<file path="src/design/stepper_step_dir_generator_macros.svh">
// Assertion macros for the stepper step/direction generator.
// Each check is sampled on the rising edge of clk_i.
// SSDG_ASSERT is ignored while rst_ni is low; SSDG_ASSERT_ALWAYS also checks during reset.
`ifndef STEPPER_STEP_DIR_GENERATOR_MACROS_SVH
`define STEPPER_STEP_DIR_GENERATOR_MACROS_SVH

`ifndef ASSERT_OFF
`define SSDG_ASSERT(name, prop) \
  name: assert property (@(posedge clk_i) disable iff (!rst_ni) prop) \
    else $error("ssdg assertion failed");
`define SSDG_ASSERT_ALWAYS(name, prop) \
  name: assert property (@(posedge clk_i) prop) \
    else $error("ssdg assertion failed during or after reset");
`else
`define SSDG_ASSERT(name, prop)
`define SSDG_ASSERT_ALWAYS(name, prop)
`endif

`endif

</file>
<file path="src/design/ssdg_pkg.sv">
// ----------------------------------------------------------------------------
// ssdg_pkg
// Shared types and constants of the step/direction generator.
// ----------------------------------------------------------------------------
`timescale 1ns / 1ps
`default_nettype none

package ssdg_pkg;

  localparam int MODE_W     = 3;
  localparam int STEPS_W    = 32;
  localparam int POS_W      = 32;
  localparam int SPD_W      = 16;
  localparam int LOAD_W     = 19;
  localparam int CFG_IDX_W  = 1;
  localparam int CFG_DATA_W = 16;

  localparam logic [LOAD_W-1:0] LOAD_MAX    = {LOAD_W{1'b1}};
  localparam logic [SPD_W-1:0]  SPEED_RESET = 16'd1000;

  localparam int TIMER_CLOCK_HZ_DEF = 4000000;
  localparam int MIN_SPS_DEF        = 10;
  localparam int MAX_SPS_DEF        = 8000;

  localparam logic [CFG_IDX_W-1:0] CFG_SPEED  = 1'b0;
  localparam logic [CFG_IDX_W-1:0] CFG_INVERT = 1'b1;

  typedef enum logic [MODE_W-1:0] {
    MODE_TICK    = 3'd0,
    MODE_MOVE    = 3'd1,
    MODE_STOP    = 3'd2,
    MODE_ZERO    = 3'd3,
    MODE_ENABLE  = 3'd4,
    MODE_DISABLE = 3'd5
  } mode_e;

  typedef enum logic {
    ST_IDLE = 1'b0,
    ST_DIV  = 1'b1
  } state_e;

  typedef struct packed {
    logic apply;      // apply a tick or a simple command
    logic div_start;  // latch a move and start the period division
    logic div_step;   // advance the divider by one bit
    logic commit;     // load the move into the axis state
  } ctrl_cmd_t;

  typedef struct packed {
    logic move_req;   // offered word is a nonzero move
    logic div_last;   // divider is on its final bit
  } dp_stat_t;

endpackage

`default_nettype wire

</file>
<file path="src/design/ssdg_ctrl.sv">
// ----------------------------------------------------------------------------
// ssdg_ctrl
// Handshake and sequencing controller: idle / period division.
// ----------------------------------------------------------------------------
`timescale 1ns / 1ps
`default_nettype none

module ssdg_ctrl
  import ssdg_pkg::*;
(
  input  wire logic      clk_i,
  input  wire logic      rst_ni,
  input  wire logic      in_valid_i,
  output logic           in_ready_o,
  output logic           out_valid_o,
  input  wire logic      out_ready_i,
  input  wire dp_stat_t  stat_i,
  output ctrl_cmd_t      cmd_o
);

  state_e state_q, state_d;
  logic   out_valid_q, out_valid_d;
  logic   accept;

  always_comb begin
    state_d = state_q;
    case (state_q)
      ST_IDLE: begin
        if (accept && stat_i.move_req) state_d = ST_DIV;
      end
      ST_DIV: begin
        if (stat_i.div_last) state_d = ST_IDLE;
      end
      default: state_d = ST_IDLE;
    endcase
  end

  always_comb begin
    in_ready_o = 1'b0;
    cmd_o      = '0;
    case (state_q)
      ST_IDLE: begin
        in_ready_o      = !out_valid_q || out_ready_i;
        cmd_o.apply     = accept && !stat_i.move_req;
        cmd_o.div_start = accept && stat_i.move_req;
      end
      ST_DIV: begin
        cmd_o.div_step = 1'b1;
        cmd_o.commit   = stat_i.div_last;
      end
      default: ;
    endcase
  end

  assign accept = in_valid_i && (state_q == ST_IDLE) && (!out_valid_q || out_ready_i);

  always_comb begin
    out_valid_d = out_valid_q;
    if (out_ready_i) out_valid_d = 1'b0;
    if (cmd_o.apply || cmd_o.commit) out_valid_d = 1'b1;
  end

  assign out_valid_o = out_valid_q;

  always_ff @(posedge clk_i or negedge rst_ni) begin
    if (!rst_ni) begin
      state_q     <= ST_IDLE;
      out_valid_q <= 1'b0;
    end else begin
      state_q     <= state_d;
      out_valid_q <= out_valid_d;
    end
  end

endmodule

`default_nettype wire

</file>
<file path="config.mk">
export PLATFORM = sky130hd
export DESIGN_NAME = ssdg_ctrl
export DESIGN_NICKNAME = d
export VERILOG_FILES = /design/src/design/stepper_step_dir_generator_macros.svh /design/src/design/ssdg_pkg.sv /design/src/design/ssdg_ctrl.sv
export SDC_FILE = /design/constraint.sdc
export NUM_CORES = 1
export LEC_CHECK = 0
export BUFFER_PORTS_ARGS = -buffer_cell sky130_fd_sc_hd__buf_4
export CORE_AREA = 2 2 39 41
export CTS_BUF_LIST = sky130_fd_sc_hd__clkbuf_4 sky130_fd_sc_hd__clkbuf_8 sky130_fd_sc_hd__clkbuf_16
export DETAILED_ROUTE_END_ITERATION = 7
export DIE_AREA = 0 0 41 43
export PLACE_DENSITY = 0.38
export RECOVER_POWER = 100
export SYNTH_ARGS = -nofsm -noshare
export SYNTH_HDL_FRONTEND = slang
export SYNTH_SLANG_ARGS = --single-unit
</file>
<file path="constraint.sdc">
create_clock -name clk_i -period 1.2 [get_ports clk_i]
set_input_delay 0.3 -clock clk_i [delete_from_list [all_inputs] [get_ports clk_i]]
set_output_delay 0.3 -clock clk_i [all_outputs]
set_load 0.01 [all_outputs]
</file>
==> impl_metrics.ini <==
[sta]
layout_min_cycle_time_ns = 1.40
tightest_slew_ns = 0.189
hold_violations = 0
skew_ns = 0.000147
slew_headroom_pct = 87.4
setup_slack_ns = -0.197
rsz0062_at_grt = true
fin_setup_tns_ns = -0.536
finalCritPeriodShare_pct = 116
fmax_mhz = 716
drv_slew = 0
setup_viol = 5

[drt]
wl_met1_um = 186
met3WireLength_um = 90
wl_per_cell_um = 10.5
drc = 0
routed_wl_um = 515
drtIter0Drc = 7
viasPerCell = 3.57
via_count = 175
wl_met2_um = 238
antenna_left = 0
firstDrtPassIters = 4
top_layer_used = met3

[worst_setup_path]
cp.arrival_ns = 1.10
cp_max_fo = 3
crit_cells = 3
critical_path_buf_inv_count = 1
rr_worst_depth = 4
crit_type = reg2out
crit_path_end_kind = primary output
critPathLaunchType = flip-flop
cp_slowest_stage_delay_ns = 0.37
crit_path_top_delay_cell = dfrtp_1
crit_family = flip-flops
required_ns = 0.90
crit_path_cell_trace = nor2b_4 -> nor4b_2 -> buf_4

[finish]
multi_input_comb_area_um2 = 86.3
syn_to_final_growth_pct = 168
antennaDiodeCount = 0
num-fill-cells = 151
fin_nets = 41
seqCellArea_um2 = 51.3
fin_area_um2 = 329
drive_above_1_share_pct = 72.7

[global_routing]
grt_max_degree = 7
grt_pass1_vias = 215
grt_pass1_wl_um = 793
gr-total-overflow = 0
track_usage_pct = 7.42
antenna_found_initial = 0

[synth]
postSynthAreaPerCell_um2 = 9.43
yosysWarnings = 0
synth_most_common_cell = dfrtp_1
synth_area_leader_cell = dfrtp_1
synthFlopType = dfrtp_1
mappedNetlistArea_um2 = 123
synth_edf_count = 0
synthDominantCellAreaShare_pct = 40.8
synth_nets = 19
ys_seq_area_share_pct = 40.8
synthCells = 13
yosys-top-cells-area = dfrtp_1 (41%), and2_4 (7.1%), nor4b_1 (7.1%), buf_4 (6.1%), nor3b_1 (6.1%)
ys_ff_latch = 2
async_reset_ff_share_pct = 100
synth_cell_type_count = 12

[pwr]
max-vdd-ir-drop_uv = 399
power.density_mw_per_mm2 = 1250
p_total_uw = 410
leakage_uw = 0.000158

[hold_path]
min_path_type = in2reg
holdPathStages = 3

[cts]
cts_tree = yes
clock_path_buffers = 2
cts-root-buf = clkbuf_4
clock_latency_ns = 0.22
cts_buffers = 3
clock_sinks = 2
clk_pin_slew_ns = 0.03
htree_levels = 1

[floorplan]
rows = 14
die_w_um = 41
dieArea_mm2 = 0.00176
start_util_pct = 8.86
die_y_um = 43
ios = 12
coreArea_mm2 = 0.00138

[placement]
dpl-instance-area_um2 = 231
io_buffers = 11
globalplace.congestion = 0.603
place.detailed.hpwl_um = 313

[job]
drv_cap = 0

[status]
status = finished, violations left
violations = setup timing
==> cell type report <==
| type | count | share of cell area (%) |
|---|---|---|
| Clock buffer | 3 | 6.84 |
| Timing Repair Buffer | 18 | 45.2 |
| Multi-Input combinational cell | 10 | 26.2 |
| Sequential cell | 2 | 15.6 |
| Tap cell | 16 | 6.08 |
==> registers in the layout (all words and copies together) (netlist names) <==
name / count
state_q: 1
out_valid_o: 1
==> cells in the final DEF (no fill, tap or decap) <==
| cell | count |
|---|---|
| nor4b_2 | 1 |
| nor2_4 | 1 |
| clkbuf_1 | 1 |
| buf_6 | 4 |
| or2b_1 | 1 |
| dlygate4sd3_1 | 1 |
| nor3b_1 | 1 |
| dfrtp_1 | 1 |
| nand2_1 | 1 |
| buf_4 | 12 |
| or3_1 | 1 |
| and2_4 | 1 |
| o31ai_1 | 1 |
| dfrtp_2 | 1 |
| nor2b_4 | 1 |
| clkbuf_4 | 3 |
| nor3_1 | 1 |
==> path summary, 6_finish.rpt <==
kind,from,endpoint,slack (ns)
setup / recovery,out_valid_o,cmd_o[3],-0.20
hold / removal,stat_i[0],state_q,0.34
setup reg to reg,out_valid_o,out_valid_o,-0.03
hold reg to reg,state_q,state_q,0.55
max in group asynchronous,rst_ni,state_q,0.65
min in group asynchronous,rst_ni,out_valid_o,0.40
==> worst register-to-register path, delay by kind of cell, from the launching register on <==
| kind | cells | cell delay (ns) |
|---|---|---|
| buffers and inverters | 2 | 0.27 |
| DFF | 1 | 0.37 |
| and+or+nand+nor | 2 | 0.47 |
==> timing repair <==
action                                  in CTS  in global routing
pin swaps                                    2                  1
hold buffers                                 1                  0
hold endpoints to repair                     2                  0
resized for setup                            4                  5
endpoints found under the setup margin       4                  6
buffers inserted                             5                  0
==> routing by layer <==
metal | vias to the layer above | global-route usage (%)
li1 | 86 | -
met1 | 77 | 7.69
met2 | 12 | 9.06
met3 | 0 | 4.71
met4 | 0 | 8.00
met5 | - | 0
==> metrics by stage <==
step	setup slack, ns	instances	utilization [%]	hold slack, ns
final	-0.197	49	23.8	0.339
after global routing	-0.289	49	23.8	0.343
after CTS	-0.215	49	22.7	0.328
after detailed placement	-0.0630	40	16.7	0.0840
after global placement	-0.0266	40	16.7	0.0832
after floorplan	0.0184	13	-	0.00441
==> power by group <==
group,switching (µW),internal (µW)
Combinational,60.4,110
Sequential,12.6,79.4
Clock,37.7,110
Total,111,299
==> cell families (layout without fill, tap and decap cells) <==
group | count (synthesis) | in the layout | synth area share, %
simple gates | 9 | 9 | 46.9
compound gates | 1 | 1 | 6.12
buf+inv | 1 | 21 | 6.12
flops | 2 | 2 | 40.8
(Power assumes the default switching activity.)
