==> config.mk <==
export PLATFORM = sky130hd
export DESIGN_NAME = ssdg_dp
export DESIGN_NICKNAME = d
export VERILOG_FILES = /design/src/design/stepper_step_dir_generator_macros.svh /design/src/design/ssdg_pkg.sv /design/src/design/ssdg_dp.sv
export SDC_FILE = /design/constraint.sdc
export NUM_CORES = 1
export LEC_CHECK = 0
export BUFFER_PORTS_ARGS = -buffer_cell sky130_fd_sc_hd__buf_2
export CAP_MARGIN = 20
export CORE_MARGIN = 5
export CORE_UTILIZATION = 60
export DETAILED_ROUTE_END_ITERATION = 7
export PLACE_DENSITY = 0.82
export SETUP_SLACK_MARGIN = 0.05
export SLEW_MARGIN = 20
export SYNTH_ARGS = -nofsm -noshare
export SYNTH_HDL_FRONTEND = slang
export SYNTH_SLANG_ARGS = --single-unit
export TNS_END_PERCENT = 50
==> constraint.sdc <==
create_clock -name clk_i -period 5.9 [get_ports clk_i]
set_clock_uncertainty 0.05 [all_clocks]
set_input_delay 1.18 -clock clk_i [delete_from_list [all_inputs] [get_ports clk_i]]
set_output_delay 1.18 -clock clk_i [all_outputs]
set_load 0.02 [all_outputs]
==> src/design/stepper_step_dir_generator_macros.svh <==
// Assertion macros for the stepper step/direction generator.
// Each check is sampled on the rising edge of clk_i.
// SSDG_ASSERT is ignored while rst_ni is low; SSDG_ASSERT_ALWAYS also checks during reset.
`ifndef STEPPER_STEP_DIR_GENERATOR_MACROS_SVH
`define STEPPER_STEP_DIR_GENERATOR_MACROS_SVH

`ifndef ASSERT_OFF
`define SSDG_ASSERT(name, prop) \
  name: assert property (@(posedge clk_i) disable iff (!rst_ni) prop) \
    else $error("ssdg assertion failed");
`define SSDG_ASSERT_ALWAYS(name, prop) \
  name: assert property (@(posedge clk_i) prop) \
    else $error("ssdg assertion failed during or after reset");
`else
`define SSDG_ASSERT(name, prop)
`define SSDG_ASSERT_ALWAYS(name, prop)
`endif

`endif

==> src/design/ssdg_pkg.sv <==
// ----------------------------------------------------------------------------
// ssdg_pkg
// Shared types and constants of the step/direction generator.
// ----------------------------------------------------------------------------
`timescale 1ns / 1ps
`default_nettype none

package ssdg_pkg;

  localparam int MODE_W     = 3;
  localparam int STEPS_W    = 32;
  localparam int POS_W      = 32;
  localparam int SPD_W      = 16;
  localparam int LOAD_W     = 19;
  localparam int CFG_IDX_W  = 1;
  localparam int CFG_DATA_W = 16;

  localparam logic [LOAD_W-1:0] LOAD_MAX    = {LOAD_W{1'b1}};
  localparam logic [SPD_W-1:0]  SPEED_RESET = 16'd1000;

  localparam int TIMER_CLOCK_HZ_DEF = 4000000;
  localparam int MIN_SPS_DEF        = 10;
  localparam int MAX_SPS_DEF        = 8000;

  localparam logic [CFG_IDX_W-1:0] CFG_SPEED  = 1'b0;
  localparam logic [CFG_IDX_W-1:0] CFG_INVERT = 1'b1;

  typedef enum logic [MODE_W-1:0] {
    MODE_TICK    = 3'd0,
    MODE_MOVE    = 3'd1,
    MODE_STOP    = 3'd2,
    MODE_ZERO    = 3'd3,
    MODE_ENABLE  = 3'd4,
    MODE_DISABLE = 3'd5
  } mode_e;

  typedef enum logic {
    ST_IDLE = 1'b0,
    ST_DIV  = 1'b1
  } state_e;

  typedef struct packed {
    logic apply;      // apply a tick or a simple command
    logic div_start;  // latch a move and start the period division
    logic div_step;   // advance the divider by one bit
    logic commit;     // load the move into the axis state
  } ctrl_cmd_t;

  typedef struct packed {
    logic move_req;   // offered word is a nonzero move
    logic div_last;   // divider is on its final bit
  } dp_stat_t;

endpackage

`default_nettype wire

==> src/design/ssdg_dp.sv <==
// ----------------------------------------------------------------------------
// ssdg_dp
// Axis datapath: settings, step timing, position and the period divider.
// ----------------------------------------------------------------------------
`timescale 1ns / 1ps
`default_nettype none

module ssdg_dp
  import ssdg_pkg::*;
#(
  parameter int TimerClockHz = TIMER_CLOCK_HZ_DEF,
  parameter int MinSps       = MIN_SPS_DEF,
  parameter int MaxSps       = MAX_SPS_DEF
) (
  input  wire logic                      clk_i,
  input  wire logic                      rst_ni,
  input  wire logic                      cfg_we_i,
  input  wire logic [CFG_IDX_W-1:0]      cfg_idx_i,
  input  wire logic [CFG_DATA_W-1:0]     cfg_data_i,
  input  wire logic [MODE_W-1:0]         mode_i,
  input  wire logic signed [STEPS_W-1:0] steps_i,
  input  wire ctrl_cmd_t                 cmd_i,
  output dp_stat_t                       stat_o,
  output logic                           step_pin_o,
  output logic                           dir_pin_o,
  output logic                           enable_pin_o,
  output logic                           busy_o,
  output logic signed [POS_W-1:0]        position_o,
  output logic                           step_done_o
);

  localparam int DivW  = $clog2(TimerClockHz + 1);
  localparam int IterW = $clog2(DivW);

  localparam logic [DivW-1:0]  DIVIDEND = DivW'(TimerClockHz);
  localparam logic [SPD_W-1:0] SPS_MIN  = SPD_W'(MinSps);
  localparam logic [SPD_W-1:0] SPS_MAX  = SPD_W'(MaxSps);

  // settings
  logic [SPD_W-1:0] speed_q;
  logic             inv_q;

  // axis state
  logic [STEPS_W-1:0] rem_q, rem_d;
  logic [POS_W-1:0]   pos_q, pos_d;
  logic               dirneg_q, dirneg_d;
  logic               dirpin_q, dirpin_d;
  logic               busy_q, busy_d;
  logic               en_q, en_d;
  logic               run_q, run_d;
  logic [LOAD_W-1:0]  cnt_q, cnt_d;
  logic [LOAD_W-1:0]  load_q, load_d;
  logic               done_q, done_d;

  // divider and pending move
  logic [DivW-1:0]    dvd_q;
  logic [SPD_W-1:0]   part_q;
  logic [SPD_W-1:0]   dsr_q;
  logic [IterW-1:0]   itr_q;
  logic [STEPS_W-1:0] mag_q;
  logic               neg_q;

  logic [SPD_W:0]     shifted;
  logic               fits;
  logic [SPD_W-1:0]   part_next;
  logic [DivW-1:0]    quo_next;
  logic [DivW-1:0]    quo_m1;
  logic [LOAD_W-1:0]  new_load;
  logic [SPD_W-1:0]   sps_clamped;

  always_ff @(posedge clk_i or negedge rst_ni) begin
    if (!rst_ni) begin
      speed_q <= SPEED_RESET;
      inv_q   <= 1'b0;
    end else if (cfg_we_i) begin
      case (cfg_idx_i)
        CFG_SPEED:  speed_q <= cfg_data_i[SPD_W-1:0];
        CFG_INVERT: inv_q   <= cfg_data_i[0];
        default: ;
      endcase
    end
  end

  always_comb begin
    sps_clamped = speed_q;
    if (speed_q < SPS_MIN) sps_clamped = SPS_MIN;
    if (speed_q > SPS_MAX) sps_clamped = SPS_MAX;
  end

  // restoring division, one quotient bit a cycle
  assign shifted   = {part_q, dvd_q[DivW-1]};
  assign fits      = shifted >= {1'b0, dsr_q};
  assign part_next = fits ? SPD_W'(shifted - {1'b0, dsr_q}) : shifted[SPD_W-1:0];
  assign quo_next  = {dvd_q[DivW-2:0], fits};
  assign quo_m1    = quo_next - DivW'(1);

  always_comb begin
    if (quo_next == '0) begin
      new_load = '0;
    end else if (quo_m1 > DivW'(LOAD_MAX)) begin
      new_load = LOAD_MAX;
    end else begin
      new_load = quo_m1[LOAD_W-1:0];
    end
  end

  assign stat_o.move_req = (mode_i == MODE_MOVE) && (steps_i != '0);
  assign stat_o.div_last = (itr_q == '0);

  always_ff @(posedge clk_i) begin
    if (cmd_i.div_start) begin
      dvd_q  <= DIVIDEND;
      part_q <= '0;
      dsr_q  <= sps_clamped;
      itr_q  <= IterW'(DivW - 1);
      neg_q  <= steps_i[STEPS_W-1];
      mag_q  <= steps_i[STEPS_W-1] ? (~steps_i + 1'b1) : steps_i;
    end else if (cmd_i.div_step) begin
      dvd_q  <= quo_next;
      part_q <= part_next;
      itr_q  <= itr_q - 1'b1;
    end
  end

  always_comb begin
    rem_d    = rem_q;
    pos_d    = pos_q;
    dirneg_d = dirneg_q;
    dirpin_d = dirpin_q;
    busy_d   = busy_q;
    en_d     = en_q;
    run_d    = run_q;
    cnt_d    = cnt_q;
    load_d   = load_q;
    done_d   = done_q;
    if (cmd_i.apply) begin
      done_d = 1'b0;
      case (mode_i)
        MODE_TICK: begin
          if (run_q) begin
            if (cnt_q == '0) begin
              cnt_d = load_q;
              if (rem_q != '0) begin
                pos_d  = dirneg_q ? pos_q - 1'b1 : pos_q + 1'b1;
                rem_d  = rem_q - 1'b1;
                done_d = 1'b1;
              end
              if (rem_q < STEPS_W'(2)) begin
                run_d  = 1'b0;
                rem_d  = '0;
                busy_d = 1'b0;
              end
            end else begin
              cnt_d = cnt_q - 1'b1;
            end
          end
        end
        MODE_STOP: begin
          run_d  = 1'b0;
          rem_d  = '0;
          busy_d = 1'b0;
        end
        MODE_ZERO: pos_d = '0;
        MODE_ENABLE: en_d = 1'b1;
        MODE_DISABLE: begin
          run_d  = 1'b0;
          rem_d  = '0;
          busy_d = 1'b0;
          en_d   = 1'b0;
        end
        default: ;  // zero-step move and unused codes change nothing but clearing step_done
      endcase
    end
    if (cmd_i.commit) begin
      done_d   = 1'b0;
      dirneg_d = neg_q;
      dirpin_d = ~(neg_q ^ inv_q);
      load_d   = new_load;
      cnt_d    = new_load;
      rem_d    = mag_q;
      busy_d   = 1'b1;
      en_d     = 1'b1;
      run_d    = 1'b1;
    end
  end

  always_ff @(posedge clk_i or negedge rst_ni) begin
    if (!rst_ni) begin
      rem_q    <= '0;
      pos_q    <= '0;
      dirneg_q <= 1'b0;
      dirpin_q <= 1'b0;
      busy_q   <= 1'b0;
      en_q     <= 1'b0;
      run_q    <= 1'b0;
      cnt_q    <= '0;
      load_q   <= '0;
      done_q   <= 1'b0;
    end else begin
      rem_q    <= rem_d;
      pos_q    <= pos_d;
      dirneg_q <= dirneg_d;
      dirpin_q <= dirpin_d;
      busy_q   <= busy_d;
      en_q     <= en_d;
      run_q    <= run_d;
      cnt_q    <= cnt_d;
      load_q   <= load_d;
      done_q   <= done_d;
    end
  end

  assign step_pin_o   = run_q && (cnt_q < (load_q >> 1));
  assign dir_pin_o    = dirpin_q;
  assign enable_pin_o = en_q;
  assign busy_o       = busy_q;
  assign position_o   = pos_q;
  assign step_done_o  = done_q;

endmodule

`default_nettype wire

==> impl_metrics.tcl <==
set metrics [dict create \
    min_path_type "flip-flop to flip-flop" \
    cts-hold-fix-buffers 0 \
    hpwl_um 20460 \
    antenna_found_initial 0 \
    synth-seq-cells 217 \
    yosysMostFrequentCell "o21ai_0" \
    final_max_slew_viol_count 0 \
    fin_util_pct 67.68 \
    areaGrowthSynthToFinish_pct 11.90 \
    whs_path_depth 2 \
    grt_pass1_vias 10610 \
    cellPowerDensity_nw_per_um2 292.0 \
    post-route-period-util_pct 94.62 \
    r2r_start "dsr_q[10]" \
    yosysWarningCount 0 \
    die_w_um 157.6 \
    postSynthCellCount 1451 \
    slew_headroom_pct 35.32 \
    yosysTopAreaCell "dfrtp_1" \
    seqCellArea_um2 5468 \
    clk_pin_slew_ns 0.06 \
    grt_util_all_layers_pct 23.66 \
    worst_ep_required_time_ns 4.67 \
    critical_path.max_fanout 4 \
    synth.top_cells.by_count "157 x o21ai_0, 134 x nor2_1, 133 x nand2_1" \
    overflow 0 \
    grt_pass1_wl_um 50040 \
    synthFlopType "dfrtp_1" \
    fp.dieH_um 157.6 \
    cts_tree "yes" \
    cts_setup_buffers 0 \
    firstDrtPassIters 5 \
    finalHoldViolCount 0 \
    synthTopCellsByArea "dfrtp_1 23%, edfxtp_1 11%, ha_1 6.6%, dfxtp_1 6.6%, o21ai_0 6.0%" \
    grt_start_max_net_pins 74 \
    synth_cell_types 73 \
    drive_gt1_share_pct 12.86 \
    path_cells "buf_2 -> or4_4 -> or3_4 -> or3_1 -> or4_4 -> or3_1 -> nor4_1 -> nand2_1 -> nor3_2 -> nor4b_1 -> buf_2" \
    hold_path_end "rem_q[31]" \
    critPathArrivalTime_ns 4.35 \
    wire_per_inst_um 16.34 \
    clock_sinks 217 \
    drt-total-wl_um 29750 \
    ir_worst_vdd_v 0.0002361 \
    synth_top_cell_area_share_pct 22.77 \
    cts_root_buf "clkbuf_16" \
    cts_inserted_buffers 24 \
    drc 0 \
    max_freq_mhz 179.1 \
    hold_ws_ns 0.4091 \
    syn_area_um2 13080 \
    clk_latency_ns 0.52 \
    slowest_stage "or4_4" \
    setup_tns_ns 0 \
    cts.path.max_buffers 3 \
    die_area_um2 24850 \
    drtIter0Drc 801 \
    fillCellCount 1712 \
    gp_congestion 0.8664 \
    htreeDepth 1 \
    yosysSeqAreaShare_pct 41.81 \
    port_buffers 97 \
    cts_resized 0 \
    rsz0062_at_grt "no" \
    initial_core_util_pct 60.48 \
    dp.cells 1776 \
    reg2reg_depth 16 \
    maxCapViolCount 0 \
    core_um2 21620 \
    hold_path.startpoint "mag_q[31]" \
    synth_edf_count 49 \
    rows 54 \
    final-setup-viol-count 0 \
    viasPerCell 6.064 \
    fin_cells 1821 \
    leakage_uw 0.006280 \
    synth-async-reset-ratio_pct 57.60 \
    outcome "finished, final reports clean" \
    layout.nets 1652 \
    pin_count 98 \
    multi_input_area_um2 7143 \
    dr_total_vias 11040 \
    fin_crit_ns 5.583 \
    worst_pin_slew_ns 0.9701 \
    rrSetupSlack_ns 1.40 \
    max_stage_delay_ns 0.55 \
    crit_path_end_kind "primary output" \
    crit_type "primary input to primary output" \
    synth.avg_cell_area_um2 9.012 \
    reg2reg_to "cnt_q[10]" \
    drtAntennaViolNets 0 \
    critPathLaunchType "primary input" \
]
[power by group]
part           internal, uW  switching (uW)  total, uW
clock network           991             615       1610
logic                   348             502        850
registers              1690             127       1820
total                  3030            1240       4270
[per-stage QoR]
step / total power, uW / worst slack, ns / instance area [um^2]
3_5_place_dp: 2678 / 0.2101 / 13780
5_1_grt: 4486 / 0.1585 / 14630
3_3_place_gp: 2643 / 0.2841 / 13770
6_report: 4272 / 0.3174 / 14630
4_1_cts: 4286 / 0.1927 / 14620
2_1_floorplan: 2437 / 0.9216 / 13080
[routing by layer]
layer  GRT usage (%)  share of wire [%]  vias to the layer above
met5               0                  0                        -
met4           6.800                2.4                        0
met3           2.898                4.8                       65
met2           39.64                 47                      308
met1           32.57                 45                     5246
li1                -                  -                     5423
[worst max-delay path, delay by kind of cell]
family / cells / cell delay, ns
and+or+nand+nor: 9 / 2.89
buffers and inverters: 2 / 0.30
[sequential cells by signal, indices dropped and copies added, names as in the netlist, 16 cells and up]
signal	cells
part_q	16
rem_q	32
position_o	32
dvd_q	22
cnt_q	19
speed_q	16
load_q	19
dsr_q	16
mag_q	32
[worst max path at each step]
stage | from | cells past startpoint | slack, ns | to
CTS | steps_i[9] | 11 | 0.19 | stat_o[1]
global placement | steps_i[9] | 11 | 0.28 | stat_o[1]
finish | steps_i[9] | 11 | 0.32 | stat_o[1]
detailed placement | steps_i[9] | 11 | 0.21 | stat_o[1]
global route | steps_i[9] | 11 | 0.16 | stat_o[1]
floorplan | steps_i[9] | 9 | 0.92 | stat_o[1]
[layout make-up]
| type | instances | area share, % |
|---|---|---|
| sequential | 217 | 37.37 |
| antenna | 1 | 0.01710 |
| tap | 280 | 2.394 |
| multi-input combinational | 1103 | 48.82 |
| inverter | 68 | 1.744 |
| timing repair buffer | 108 | 3.899 |
| clock inverter | 15 | 1.385 |
| clock buffer | 29 | 4.378 |
[cells in the final DEF (no fill, tap or decap), types with 25 or more instances in the layout]
cell       instances
a21oi_1           97
buf_2             96
clkbuf_16         25
dfrtp_1          119
dfxtp_1           43
edfxtp_1          49
ha_1              69
inv_1             68
nand2_1          133
nor2_1           133
nor3_1            39
o21ai_0          157
xnor2_1           58
xor2_1            35
[kinds of logic after synthesis]
logic type / count (synthesis) / synth area share (%)
muxes: 43 / 3.483
and+or+nand+nor: 458 / 17.01
other: 1 / 0.02868
DFF: 217 / 41.81
AOI/OAI and AO/OA: 435 / 20.70
xor gates and xnor gates: 93 / 6.229
adders and majority gates: 71 / 6.908
buffers and inverters: 133 / 3.827
Note: power is estimated with default switching activity, not from simulation.
